===== config.mk =====
export PLATFORM = sky130hd
export DESIGN_NAME = kcu_round_cell
export DESIGN_NICKNAME = d
export VERILOG_FILES = /design/src/kcu_pkg.sv /design/src/kcu_round_cell.sv
export SDC_FILE = /design/constraint.sdc
export NUM_CORES = 1
export LEC_CHECK = 0
export ABC_AREA = 1
export BUFFER_PORTS_ARGS = -buffer_cell sky130_fd_sc_hd__buf_2
export CAP_MARGIN = 30
export CORE_AREA = 2 2 95 97
export DETAILED_ROUTE_END_ITERATION = 16
export DIE_AREA = 0 0 97 99
export PLACE_DENSITY = 0.75
export SLEW_MARGIN = 0
export SYNTH_ARGS = -nofsm -noshare
export SYNTH_HDL_FRONTEND = slang
export SYNTH_SLANG_ARGS = --single-unit

===== constraint.sdc =====
create_clock -name clk -period 1.3 [get_ports clk]
set_input_delay 0.26 -clock clk [delete_from_list [all_inputs] [get_ports clk]]
set_output_delay 0.26 -clock clk [all_outputs]
set_load 0.02 [all_outputs]

===== src/kcu_pkg.sv =====
// Shared types and constants for the KeeLoq cipher unit.
`default_nettype none

package kcu_pkg;

  typedef enum logic [1:0] {
    REQ_ENCRYPT = 2'd0,
    REQ_DECRYPT = 2'd1,
    REQ_LEARN   = 2'd2,
    REQ_RSVD    = 2'd3
  } req_type_t;

  // Register indexes on the configuration port
  typedef enum logic {
    CFG_MFR_KEY = 1'b0,
    CFG_NLF     = 1'b1
  } cfg_reg_t;

  localparam int KEY_W  = 64;
  localparam int WORD_W = 32;
  localparam int NLF_W  = 32;

  localparam logic [KEY_W-1:0]  MFR_KEY_RESET = 64'h0;
  localparam logic [NLF_W-1:0]  NLF_RESET     = 32'h3A5C742E;

  // Normal learning: serial bits kept, then tagged with top nibble 2 or 6
  localparam logic [WORD_W-1:0] SERIAL_MASK   = 32'h0FFF_FFFF;
  localparam logic [WORD_W-1:0] LEARN_LO_TAG  = 32'h2000_0000;
  localparam logic [WORD_W-1:0] LEARN_HI_TAG  = 32'h6000_0000;

  // Control that travels with a word down the chain
  typedef struct packed {
    logic      valid;
    req_type_t mode;
  } kcu_tag_t;

endpackage : kcu_pkg

`default_nettype wire


===== src/kcu_round_cell.sv =====
// One KeeLoq round cell: two 32-bit lanes, registered, handed to the next cell.
`default_nettype none

module kcu_round_cell
  import kcu_pkg::*;
(
  input  wire logic              clk,
  input  wire logic              rst_n,
  input  wire logic              adv,
  input  wire kcu_tag_t          prv_tag,
  input  wire logic [WORD_W-1:0] prv_lane_a,
  input  wire logic [WORD_W-1:0] prv_lane_b,
  input  wire logic [NLF_W-1:0]  nlf_table,
  input  wire logic              key_enc_bit,
  input  wire logic              key_dec_bit,
  output kcu_tag_t               tag,
  output logic [WORD_W-1:0]      lane_a,
  output logic [WORD_W-1:0]      lane_b
);

  kcu_tag_t          tag_r;
  logic [WORD_W-1:0] lane_a_r, lane_a_nxt;
  logic [WORD_W-1:0] lane_b_r, lane_b_nxt;

  function automatic logic [WORD_W-1:0] enc_round(input logic [WORD_W-1:0] x,
                                                  input logic [NLF_W-1:0] nlf,
                                                  input logic kb);
    logic [4:0] idx;
    logic       fb;
    idx = {x[31], x[26], x[20], x[9], x[1]};
    fb  = x[0] ^ x[16] ^ kb ^ nlf[idx];
    return {fb, x[WORD_W-1:1]};
  endfunction

  function automatic logic [WORD_W-1:0] dec_round(input logic [WORD_W-1:0] x,
                                                  input logic [NLF_W-1:0] nlf,
                                                  input logic kb);
    logic [4:0] idx;
    logic       fb;
    idx = {x[30], x[25], x[19], x[8], x[0]};
    fb  = x[31] ^ x[15] ^ kb ^ nlf[idx];
    return {x[WORD_W-2:0], fb};
  endfunction

  always_comb begin
    if (prv_tag.mode == REQ_ENCRYPT) begin
      lane_a_nxt = enc_round(prv_lane_a, nlf_table, key_enc_bit);
    end else begin
      lane_a_nxt = dec_round(prv_lane_a, nlf_table, key_dec_bit);
    end
    // lane b only matters for normal learning, always decrypts
    lane_b_nxt = dec_round(prv_lane_b, nlf_table, key_dec_bit);
  end

  always_ff @(posedge clk) begin
    if (!rst_n) begin
      tag_r.valid <= 1'b0;
      tag_r.mode  <= REQ_ENCRYPT;
    end else if (adv) begin
      tag_r <= prv_tag;
    end
  end

  always_ff @(posedge clk) begin
    if (adv) begin
      lane_a_r <= lane_a_nxt;
      lane_b_r <= lane_b_nxt;
    end
  end

  assign tag    = tag_r;
  assign lane_a = lane_a_r;
  assign lane_b = lane_b_r;

endmodule : kcu_round_cell

`default_nettype wire


* Word level (Yosys, flattened, before mapping) *
Index checks and enable logic that the tools add are counted.

word-level totals
  bits of input ports = 104
  register bits after elaboration = 67

operators by class
  bitwise gates (word level) = 9
  order comparisons = 3
  multiplexer cells = 7
  reduce and logical (&&, ||, !) cells = 1

operator list
  kind                                                 number
  2-to-1 mux 32 bit                                    1
  < comparator 5 x 6 -> 1 bit (second input constant)  3
  binary-select mux 1 bit (select 5 bit)               3
  bitwise XOR 1 bit                                    9
  2-to-1 mux 1 bit                                     3
  logical NOT 2 bit                                    1

* Depth between registers and ports, before layout *
Gate-level depths: netlist of the first run.

  word-level depth = 4
  depth in mapped cells = 13

* Least setup slack after synthesis of the first run *
OpenSTA, ideal clock, no wires.

  kind = input -> register
  from = input port prv_lane_a[1]
  to = register lane_a_r[31] (netlist: lane_a[31]) (data pin)
  data required time = 1.047 ns
  stages = 12
  arrival = 1.073 ns
  slack = -0.026 ns
  cell sequence = buf_6 > inv_6 > buf_6 > nand2_1 > nand3_1 > nand3_1 > nand2_1 > nand2_1 > nand3_1 > nand3_1 > nand3_1 > nand2_1

on the way
  cells in the longest elaborated chain, start to end = 4

ends and longest elaborated chain
  item                                    RTL line              source
  start: declaration                      kcu_round_cell.sv:11  input wire logic [WORD_W-1:0] prv_lane_a,
  binary-select mux 1 bit (select 5 bit)  kcu_round_cell.sv:31  fb = x[0] ^ x[16] ^ kb ^ nlf[idx];
  2-to-1 mux 1 bit (not written as such)  kcu_round_cell.sv:31
  bitwise XOR 1 bit                       kcu_round_cell.sv:31
  2-to-1 mux 32 bit                       kcu_round_cell.sv:46  if (prv_tag.mode == REQ_ENCRYPT) begin
  net lane_a_nxt[31]                      kcu_round_cell.sv:22  logic [WORD_W-1:0] lane_a_r, lane_a_nxt;
  end signal: assignment                  kcu_round_cell.sv:66  lane_a_r <= lane_a_nxt;
  end: declaration                        kcu_round_cell.sv:22

The timed path passes the listed nets, and every way through them passes these cells. The select of a mux whose other input is x is not followed.
A chain may end at the register's enable or synchronous reset.

* Final worst setup path of the first run *
Ends and elaborated chain as after synthesis.

==> results of run 1 <==
worst max-delay path: cells and delay by family:
family / cells / cell delay (ns)
and+or+nand+nor: 10 / 0.66
buffers and inverters: 2 / 0.38
cells by family after synthesis:
| family | count (synthesis) | share of synthesized area (%) |
|---|---|---|
| DFF | 67 | 56.5 |
| AOI/OAI and AO/OA | 24 | 3.42 |
| buffers and inverters | 39 | 6.53 |
| and+or+nand+nor | 267 | 31.8 |
| xor gates and xnor gates | 7 | 1.75 |
final timing paths:
kind,from,end,slack (ns),depth (start not counted)
worst max-delay path,prv_lane_a[1],lane_a[31],0.1,12
worst min-delay path,prv_lane_b[18],lane_b[19],0.1,1
worst max register to register,tag[2],tag[2],0.63,2
worst min register to register,tag[1],tag[1],0.53,2
routing by layer:
metal,vias to the layer above,share of wire [%],global-route usage (%)
met3,10,9.0,5.74
li1,1741,-,-
met4,0,1.1,5.42
met2,182,48,37.6
met5,-,0,0
met1,1595,42,31.1
cell type report:
| type | count | area [um^2] |
|---|---|---|
| clock buffers | 10 | 138 |
| clock inverters | 6 | 87.6 |
| fillers | 796 | 3680 |
| inverters | 21 | 93.8 |
| multi-input cells | 298 | 1300 |
| flip-flops and latches | 67 | 1980 |
| well taps | 108 | 135 |
| repair buffers | 202 | 1130 |
power by group through the flow:
stage          combinational [mW]  clock (mW)  sequential, mW
3_5_place_dp                 1.26           0            2.68
6_report                     1.26        1.93            2.63
2_1_floorplan               0.419           0            2.93
4_1_cts                      1.27        1.95            2.63
3_3_place_gp                 1.24           0            2.67
5_1_grt                      1.37        2.06            2.64
registers in the layout, indices dropped and copies added (netlist names):
register  cells
lane_b       32
tag           3
lane_a       32
synthesized netlist by cell type, drive strengths merged:
| library cell | n |
|---|---|
| dfxtp | 3 |
| xnor2 | 2 |
| nand3 | 81 |
| buf | 14 |
| edfxtp | 64 |
| inv | 21 |
| o21ai | 23 |
| a21oi | 1 |
| nor2 | 7 |
| xor2 | 5 |
| clkbuf | 4 |
| nand2 | 179 |
stage by stage:
step	hold slack (ns)	total power, mW	worst slack (ns)
finish	0.0961	5.81	0.0967
global route	0.0679	6.08	0.00255
CTS	0.0786	5.85	0.0701
detailed placement	0.439	3.94	-0.298
global placement	0.437	3.92	-0.267
floorplan	0.359	3.35	-0.0214
==> impl_results.md, run 1 <==
- Largest net degree at the start of global routing: 29
- Placed insts: 696
- Overflow after GRT: 0
- Total negative slack: 0 ns
- Vias in the first global route: 3,321
- Reg power frac: 45.2%
- Setup bufs post-CTS: 0
- I/O Pins: around 170
- Comb pwr share: a little over a fifth
- Drt pass-1 iters: 4
- Drt initial violations: 202
- PortBufs: 170
- Gr usage total: 23.0%
- Post-route ant nets: 0
- Most common cell after layout, fill and taps aside: nand2_1
- Critical path endpoint category: register
- Vias per std cell: 4.96
- Post-Syn Area: 3510 um^2
- GPL Wtd Cong: slightly below 0.9
- Design area: 4870 um^2
- Final min period: between 1 and 1.5 ns
- Crit path max fanout: 13
- Max-cap viol count: 0
- Syn nets: roughly 500
- Initial core utilization: 41.0%
- Peak Freq: 831 MHz
- CTS root buf: clkbuf_8
- Final core occ: 56.9%
- Max VDD drop: between 0.4 and 0.5 mV
- Hold_buf cts: 0
- First-pass GRT wire length: ~17,000 um
- Arrival time of the worst setup path: 1.30 ns
- Die height: 99 um
- Dpl hpwl: 8870 um
- Hold Vio Cnt, Final: 0
- Hold Crit Class: in2reg
- TritonCTS clock tree: built
- Top post-synthesis cells by area: edfxtp_1, nand2_1, nand3_1
- Int Power: 4.18 mW
- Clk buf depth: 2
- Ratio of cells with drive above 1 in the final layout: between 30% and 40%
- YS warnings: 0
- Ant. Diodes: 0
- Sink Count: 67
- Status: finished, final reports clean
- Syn avg cell area: between 8 and 9 um^2
- CP max stage cell: clkbuf_4
- Via count: 3,528
- Post-cts resize count: 0
- CORE AREA: ~8600 um^2
- Critical Path Start Type: primary input
- Wire length per cell after detailed routing: 15.6 um
- Clock share of power: 33.1%
- Crit-path cells: clkbuf_4, buf_4, nand2_1, nand3_1, nand3_1, nand2_1, nand2_1, nand3_2, nand2_1, nand2_1, nand3_1, nand2_1
- Post-synth top area share: 54.8%
- CP max stage delay: ~0.20 ns
- Worst Skew: 0 ns
- Tightest Pin Transition: between 0.3 and 0.4 ns
- Max-slew violations: 0
- Initial antenna violation count: 0
- Dpl cell area: between 4000 and 5000 um^2
- Die X: 97 um
- Switch share: 28.0%
- Area Growth Syn to Fin: 38.7%
- Die area: 9600 um^2
- Post-synthesis sequential area ratio: 56.5%
- Net Sw Power: 1.63 mW
- Type of the worst setup path: in2reg
- Clock transition at the registers of the reported paths: 0.08 ns
- RSZ-0062 raised after global routing: no
- DRC: 0
- Clk_lat worst skew: around 0.33 ns
- Rows: 34
- Mapped Cells: 404
- Required time of the critical path: 1.40 ns
- Cell mode on critical path: nand2_1
- Final setup vio count: 0
- CTS H-tree lvls: 3
- Total Wirelength: between 10,000 and 15,000 um
- Normalized max-slew margin: 76.3%
- Synth cell types: 19
- Commonest non-fill, non-tap cells in the layout: nand2_1, buf_2, nand3_1
- Final std cells w/o fill: ~700
- Leakage: about 2.4 nW
- Tcrit/Tclk final: between 90% and 100%
- Pwr per Cell Area: 1190 nW/um^2
- FF+latch count, synth: between 60 and 70
- Final nets: approximately 700
- Leading area contributor after synthesis: edfxtp_1
- CTS buffer count: 9
Note: power is estimated with default switching activity, not from simulation.
==> run 2: changes to the inputs <==
- BUFFER_PORTS_ARGS: -buffer_cell sky130_fd_sc_hd__buf_2 -> -buffer_cell sky130_fd_sc_hd__buf_4
==> run 2 against run 1 <==
Against the previous run: core utilization rose by 4.1 points; critical path type is now reg2out; via count rose by 0.68%; hold slack got worse by 0.0022 ns; clock skew did not move; power rose by 2.6%; non-clock buffer count fell by 11; final cell count fell by 1.5%; count of clock-buffer cells in the layout did not move; clock power fell by 2%; die area did not move.
==> impl_results.md, run 2 (synthesized netlist as in run 1, its figures left out) <==
- Overflow after GRT: 0 (unchanged)
- GPL Wtd Cong: 0.946 (was 0.886)
- Register-to-register setup slack: 0.65 ns (was 0.63 ns)
- CTS H-tree lvls: 3 (unchanged)
- PortBufs: 170 (unchanged)
- DR WL met2: 5600 um (was 5270 um)
- Critical R2R Capture: tag[0] (was tag[2])
- Clock transition at the registers of the reported paths: 0.08 ns (about the same)
- WHS: 0.0939 ns (was 0.0961 ns)
- Setup bufs post-CTS: 0 (unchanged)
- CTS root buf: clkbuf_8 (unchanged)
- Total Wirelength: 11,600 um (was 11,100 um)
- Vias per std cell: 5.07 (was 4.96)
- Dpl hpwl: 9060 um (was 8870 um)
- Ant. Diodes: 0 (unchanged)
- Gr usage total: 23.7% (was 23.0%)
- Hold Vio Cnt, Final: 0 (unchanged)
- Ratio of cells with drive above 1 in the final layout: 36.4% (was 37.7%)
- Vias in the first global route: 3,318 (was 3,321)
- Peak Freq: 843 MHz (was 831 MHz)
- Drt pass-1 iters: 5 (was 4)
- First-pass GRT wire length: 17,700 um (was 17,300 um)
- Status: finished, final reports clean (unchanged)
- Worst Skew: 0 ns (unchanged)
- Drt initial violations: 194 (was 202)
- Clock share of power: 31.7% (was 33.1%)
- Clk_lat worst skew: 0.34 ns (was 0.33 ns)
- Met1 WL: 4790 um (was 4690 um)
- Leakage: 2.49 nW (was 2.40 nW)
- Final setup vio count: 0 (unchanged)
- Critical Path Start Type: register (was primary input)
- Switch share: 27.9% (was 28.0%)
- Tightest Pin Transition: 0.301 ns (was 0.356 ns)
- Final core occ: 61.0% (was 56.9%)
- Int Power: 4.31 mW (was 4.18 mW)
- Post-route setup slack: 0.113 ns (was 0.0967 ns)
- Hold path endpoint: lane_b[27] (was lane_b[19])
- Arrival time of the worst setup path: 0.93 ns (was 1.30 ns)
- Hold Crit Class: in2reg (unchanged)
- Reg-to-reg critical path startpoint: tag[0] (was tag[2])
- Area Growth Syn to Fin: 48.7% (was 38.7%)
- Initial core utilization: 41.0% (unchanged)
- I/O Pins: 171 (unchanged)
- Post-route ant nets: 0 (unchanged)
- Tcrit/Tclk final: 91.3% (was 92.6%)
- CTS buffer count: 9 (unchanged)
- Largest net degree at the start of global routing: 39 (was 29)
- Crit-path cells: buf_4 (was clkbuf_4, buf_4, nand2_1, nand3_1, nand3_1, nand2_1, nand2_1, nand3_2, nand2_1, nand2_1, nand3_1, nand2_1)
- CP max stage delay: 0.41 ns (was 0.20 ns)
- CP max stage cell: edfxtp_1 (was clkbuf_4)
- Max-cap viol count: 0 (unchanged)
- Place WS: -0.273 ns (was -0.298 ns)
- Hold Crit Start: prv_lane_b[26] (was prv_lane_b[18])
- Crit-path leading delay family: flip-flops (was simple AND/OR/NAND/NOR gates)
- Die area: 9600 um^2 (unchanged)
- CORE AREA: 8550 um^2 (unchanged)
- Critical path endpoint category: primary output (was register)
- RSZ-0062 raised after global routing: no (unchanged)
- Normalized max-slew margin: 79.9% (was 76.3%)
- Max-slew violations: 0 (unchanged)
- TritonCTS clock tree: built (unchanged)
- Final nets: 692 (was 703)
- DRC: 0 (unchanged)
- Hold Crit Depth: 1 (unchanged)
- Max VDD drop: 0.497 mV (was 0.491 mV)
- Die height: 99 um (unchanged)
- Die X: 97 um (unchanged)
- Fill count: 731 (was 796)
- Final min period: 1.19 ns (was 1.20 ns)
- Design Power: 5.97 mW (was 5.81 mW)
- Net Sw Power: 1.66 mW (was 1.63 mW)
- Initial antenna violation count: 0 (unchanged)
- Reg power frac: 44.2% (was 45.2%)
- Commonest non-fill, non-tap cells in the layout: buf_4, nand2_1, nand3_1 (was nand2_1, buf_2, nand3_1)
- Rows: 34 (unchanged)
- Pwr per Cell Area: 1140 nW/um^2 (was 1190 nW/um^2)
- R2R cell count: 2 (unchanged)
- Type of the worst setup path: reg2out (was in2reg)
- Bufs and invs on worst path: 1 (was 2)
- DR top layer: met4 (unchanged)
- Wire length per cell after detailed routing: 16.5 um (was 15.6 um)
- Required time of the critical path: 1.04 ns (was 1.40 ns)
- Comb pwr share: 24.1% (was 21.7%)
- Sink Count: 67 (unchanged)
- Clk buf depth: 2 (unchanged)
- Via count: 3,552 (was 3,528)
- Most common cell after layout, fill and taps aside: buf_4 (was nand2_1)
- Met3 WL: 953 um (was 995 um)
- Crit path max fanout: 1 (was 13)
run 2: changes by cell type in the layout (fill, tap and decap cells not counted):
| cell | change |
|---|---|
| clkinvlp_4 | +1 |
| clkbuf_4 | -1 |
| inv_6 | -1 |
| buf_6 | +1 |
| clkinv_2 | -1 |
| buf_4 | +157 |
| buf_2 | -169 |
| buf_12 | +1 |
| clkinv_4 | +1 |
| clkbuf_8 | -1 |
| clkbuf_1 | +1 |
run 2: stage by stage:
step,TNS (ns),instances,area [um^2]
2_1_floorplan,-0.0434,404,3530
3_3_place_gp,-0.654,685,4990
3_5_place_dp,-0.683,685,4990
4_1_cts,0,701,5210
5_1_grt,0,701,5220
6_report,0,701,5220
run 2: power by group through the flow:
| stage | Combinational [mW] | Clock (mW) | Sequential (mW) |
|---|---|---|---|
| 2_1_floorplan | 0.419 | 0 | 2.93 |
| 3_3_place_gp | 1.43 | 0 | 2.68 |
| 3_5_place_dp | 1.44 | 0 | 2.69 |
| 4_1_cts | 1.44 | 1.92 | 2.64 |
| 5_1_grt | 1.55 | 2.01 | 2.65 |
| 6_report | 1.44 | 1.89 | 2.64 |
run 2: cell type report:
class                      instances  area [um^2]  area share (%)
sequential                        67         1980            38.0
timing repair buffer             191         1490            28.5
multi-input combinational        298         1300            24.9
tap                              108          135            2.59
clock buffer                      10          128            2.45
inverter                          21         93.8            1.80
clock inverter                     6         90.1            1.73
run 2: routing by layer:
metal	global-route usage [%]	up-vias
li1	-	1721
met1	30.6	1630
met3	5.60	18
met5	0	-
met4	6.50	0
met2	40.0	183
run 2: worst max path at each step:
stage	from	end	slack [ns]	cells past startpoint
finish	lane_b[0]	lane_b[0]	0.11	1
global route	prv_lane_a[1]	lane_a[31]	0.009	12
CTS	lane_b[0]	lane_b[0]	0.08	1
detailed placement	prv_lane_a[0]	lane_a[0]	-0.27	12
global placement	prv_lane_a[0]	lane_a[0]	-0.24	12
floorplan	prv_lane_a[1]	lane_a[31]	-0.02	13
run 2: repair_timing:
action	CTS	global route
endpoints found under the setup margin	0	1
hold buffers	0	0
gates resized for setup	0	1
==> run 3: changes to the inputs <==
==> constraint.sdc (replaced) <==
create_clock -name clk -period 1.3 [get_ports clk]
set_input_delay 0.065 -clock clk [delete_from_list [all_inputs] [get_ports clk]]
set_output_delay 0.065 -clock clk [all_outputs]
set_load 0.02 [all_outputs]
==> run 3 against run 2 <==
Against the previous run: design area is 6.5% higher; sequential share of layout area fell by 2.3 points; fmax shrank 8.0%; sequential power hardly changed; wire length increased by 14%; final cell count is 4.6% higher; critical path depth up 4.
==> impl_results.md, run 3 (synthesized netlist as in run 1, its figures left out) <==
- Critical R2R Capture: tag[0] (unchanged)
- Final core occ: 65.0% (was 61.0%)
- Hold Vio Cnt, Final: 0 (unchanged)
- Type of the worst setup path: in2reg (was reg2out)
- Die X: 97 um (unchanged)
- Drt pass-1 iters: 5 (unchanged)
- Final setup vio count: 0 (unchanged)
- Clk buf depth: 2 (unchanged)
- Leakage: 2.63 nW (was 2.49 nW)
- Clock transition at the registers of the reported paths: 0.07 ns (was 0.08 ns)
- Required time of the critical path: 1.38 ns (was 1.04 ns)
- CP max stage delay: 0.54 ns (was 0.41 ns)
- DRC: 0 (unchanged)
- Die height: 99 um (unchanged)
- CTS H-tree lvls: 3 (unchanged)
- Max VDD drop: 0.530 mV (was 0.497 mV)
- Status: finished, final reports clean (unchanged)
- Max-cap viol count: 0 (unchanged)
- CTS root buf: clkbuf_8 (unchanged)
- Vias in the first global route: 3,601 (was 3,318)
- Via count: 3,754 (was 3,552)
- First-pass GRT wire length: 19,900 um (was 17,700 um)
- Tcrit/Tclk final: 99.3% (was 91.3%)
- Hold Crit Class: in2reg (unchanged)
- Pwr per Cell Area: 1110 nW/um^2 (was 1140 nW/um^2)
- Rows: 34 (unchanged)
- Sink Count: 67 (unchanged)
- Dpl hpwl: 9110 um (was 9060 um)
- Initial core utilization: 41.0% (unchanged)
- Crit-path cells: dlygate4sd3_1, buf_4, xnor2_1, xor2_1, xor2_1 (was buf_4)
- Wire length per cell after detailed routing: 17.9 um (was 16.5 um)
- Critical Path Start Type: primary input (was register)
- CP max stage cell: dlygate4sd3_1 (was edfxtp_1)
- Critical path endpoint category: register (was primary output)
- Area Growth Syn to Fin: 58.4% (was 48.7%)
- Dpl cell area: 4890 um^2 (was 4990 um^2)
- Ratio of cells with drive above 1 in the final layout: 33.1% (was 36.4%)
- WHS: 0.0119 ns (was 0.0939 ns)
- Peak Freq: 775 MHz (was 843 MHz)
- Hold Crit Depth: 3 (was 1)
- Setup bufs post-CTS: 0 (unchanged)
- Worst Skew: 0 ns (unchanged)
- Final std cells w/o fill: 733 (was 701)
- Hold path endpoint: lane_a[11] (was lane_b[27])
- R2R cell count: 3 (was 2)
- Largest net degree at the start of global routing: 29 (was 39)
- Gr usage total: 27.1% (was 23.7%)
- I/O Pins: 171 (unchanged)
- Max-slew violations: 0 (unchanged)
- Crit path max fanout: 2 (was 1)
- Arrival time of the worst setup path: 1.37 ns (was 0.93 ns)
- Design area: 5560 um^2 (was 5220 um^2)
- Final nets: 724 (was 692)
- Placed insts: 673 (was 685)
- Clk_lat worst skew: 0.34 ns (about the same)
- Ant. Diodes: 0 (unchanged)
- RSZ-0062 raised after global routing: yes (was no)
- Overflow after GRT: 0 (unchanged)
- Reg-to-reg critical path startpoint: tag[0] (unchanged)
- Register-to-register setup slack: 0.10 ns (was 0.65 ns)
- Initial antenna violation count: 0 (unchanged)
- Final min period: 1.29 ns (was 1.19 ns)
- Vias per std cell: 5.12 (was 5.07)
- TritonCTS clock tree: built (unchanged)
- Tightest Pin Transition: 0.365 ns (was 0.301 ns)
- PortBufs: 170 (unchanged)
- Drt initial violations: 233 (was 194)
- Most common cell after layout, fill and taps aside: nand2_1 (was buf_4)
- Hold Crit Start: prv_lane_a[10] (was prv_lane_b[26])
- Post-route ant nets: 0 (unchanged)
- Cell mode on critical path: xor2_1
- Normalized max-slew margin: 75.6% (was 79.9%)
- Die area: 9600 um^2 (unchanged)
- CTS buffer count: 9 (unchanged)
- Design Power: 6.16 mW (was 5.97 mW)
- CORE AREA: 8550 um^2 (unchanged)
- GPL Wtd Cong: 0.995 (was 0.946)
- Total Wirelength: 13,100 um (was 11,600 um)
- Commonest non-fill, non-tap cells in the layout: nand2_1, buf_4, nand3_1 (was buf_4, nand2_1, nand3_1)
[run 3: cell count changes in the layout (fill, tap and decap cells not counted), moves of 2 or more]
cell and change:
dlygate4sd3_1 +43, o21ai_0 -2, inv_1 -2, inv_2 +2, buf_4 -10, o21ai_1 +2
[run 3: how the worst max path moves through the flow]
stage	startpoint	to	slack, ns
2_1_floorplan	prv_lane_a[1]	lane_a[31]	0.17
3_3_place_gp	prv_lane_a[0]	lane_a[0]	-0.06
3_5_place_dp	prv_lane_a[0]	lane_a[0]	-0.07
4_1_cts	prv_lane_a[4]	lane_a[5]	0.02
5_1_grt	prv_lane_b[15]	lane_b[0]	-0.01
6_report	prv_lane_b[15]	lane_b[0]	0.01
[run 3: where the power goes]
group	internal [mW]	switching (mW)
clock	1.14	0.830
sequential	2.58	0.0704
combinational	0.701	0.836
[run 3: repair_timing]
item | CTS | global route
resized for setup | 0 | 5
setup endpoints to repair | 0 | 4
hold endpoints to repair | 41 | 0
hold buffers | 44 | 0
[run 3: metal layers]
metal  track usage (%)  vias to the layer above  part of all wire (%)
li1                  -                     1786                     -
met1              33.3                     1727                    39
met2              48.0                      217                    50
met3              5.18                       24                   8.3
met4              9.53                        0                   2.7
met5                 0                        -                     0
[run 3: metrics by stage]
step	setup TNS (ns)	worst slack, ns
final	0	0.00955
after global routing	-0.00985	-0.00985
after CTS	0	0.0218
after detailed placement	-0.168	-0.0667
after global placement	-0.133	-0.0587
after floorplan	0	0.169
[run 3: cell type report]
class | count | area (um^2)
multi-input cells | 298 | 1300
clock buffers | 10 | 138
inverters | 21 | 91.3
well taps | 108 | 135
fillers | 664 | 2990
repair buffers | 223 | 1820
flip-flops and latches | 67 | 1980
clock inverters | 6 | 87.6
[run 3: worst max-delay path: cells and delay by family]
kind      cells  cell delay [ns]
buf+inv       2             0.68
xor+xnor      3             0.63
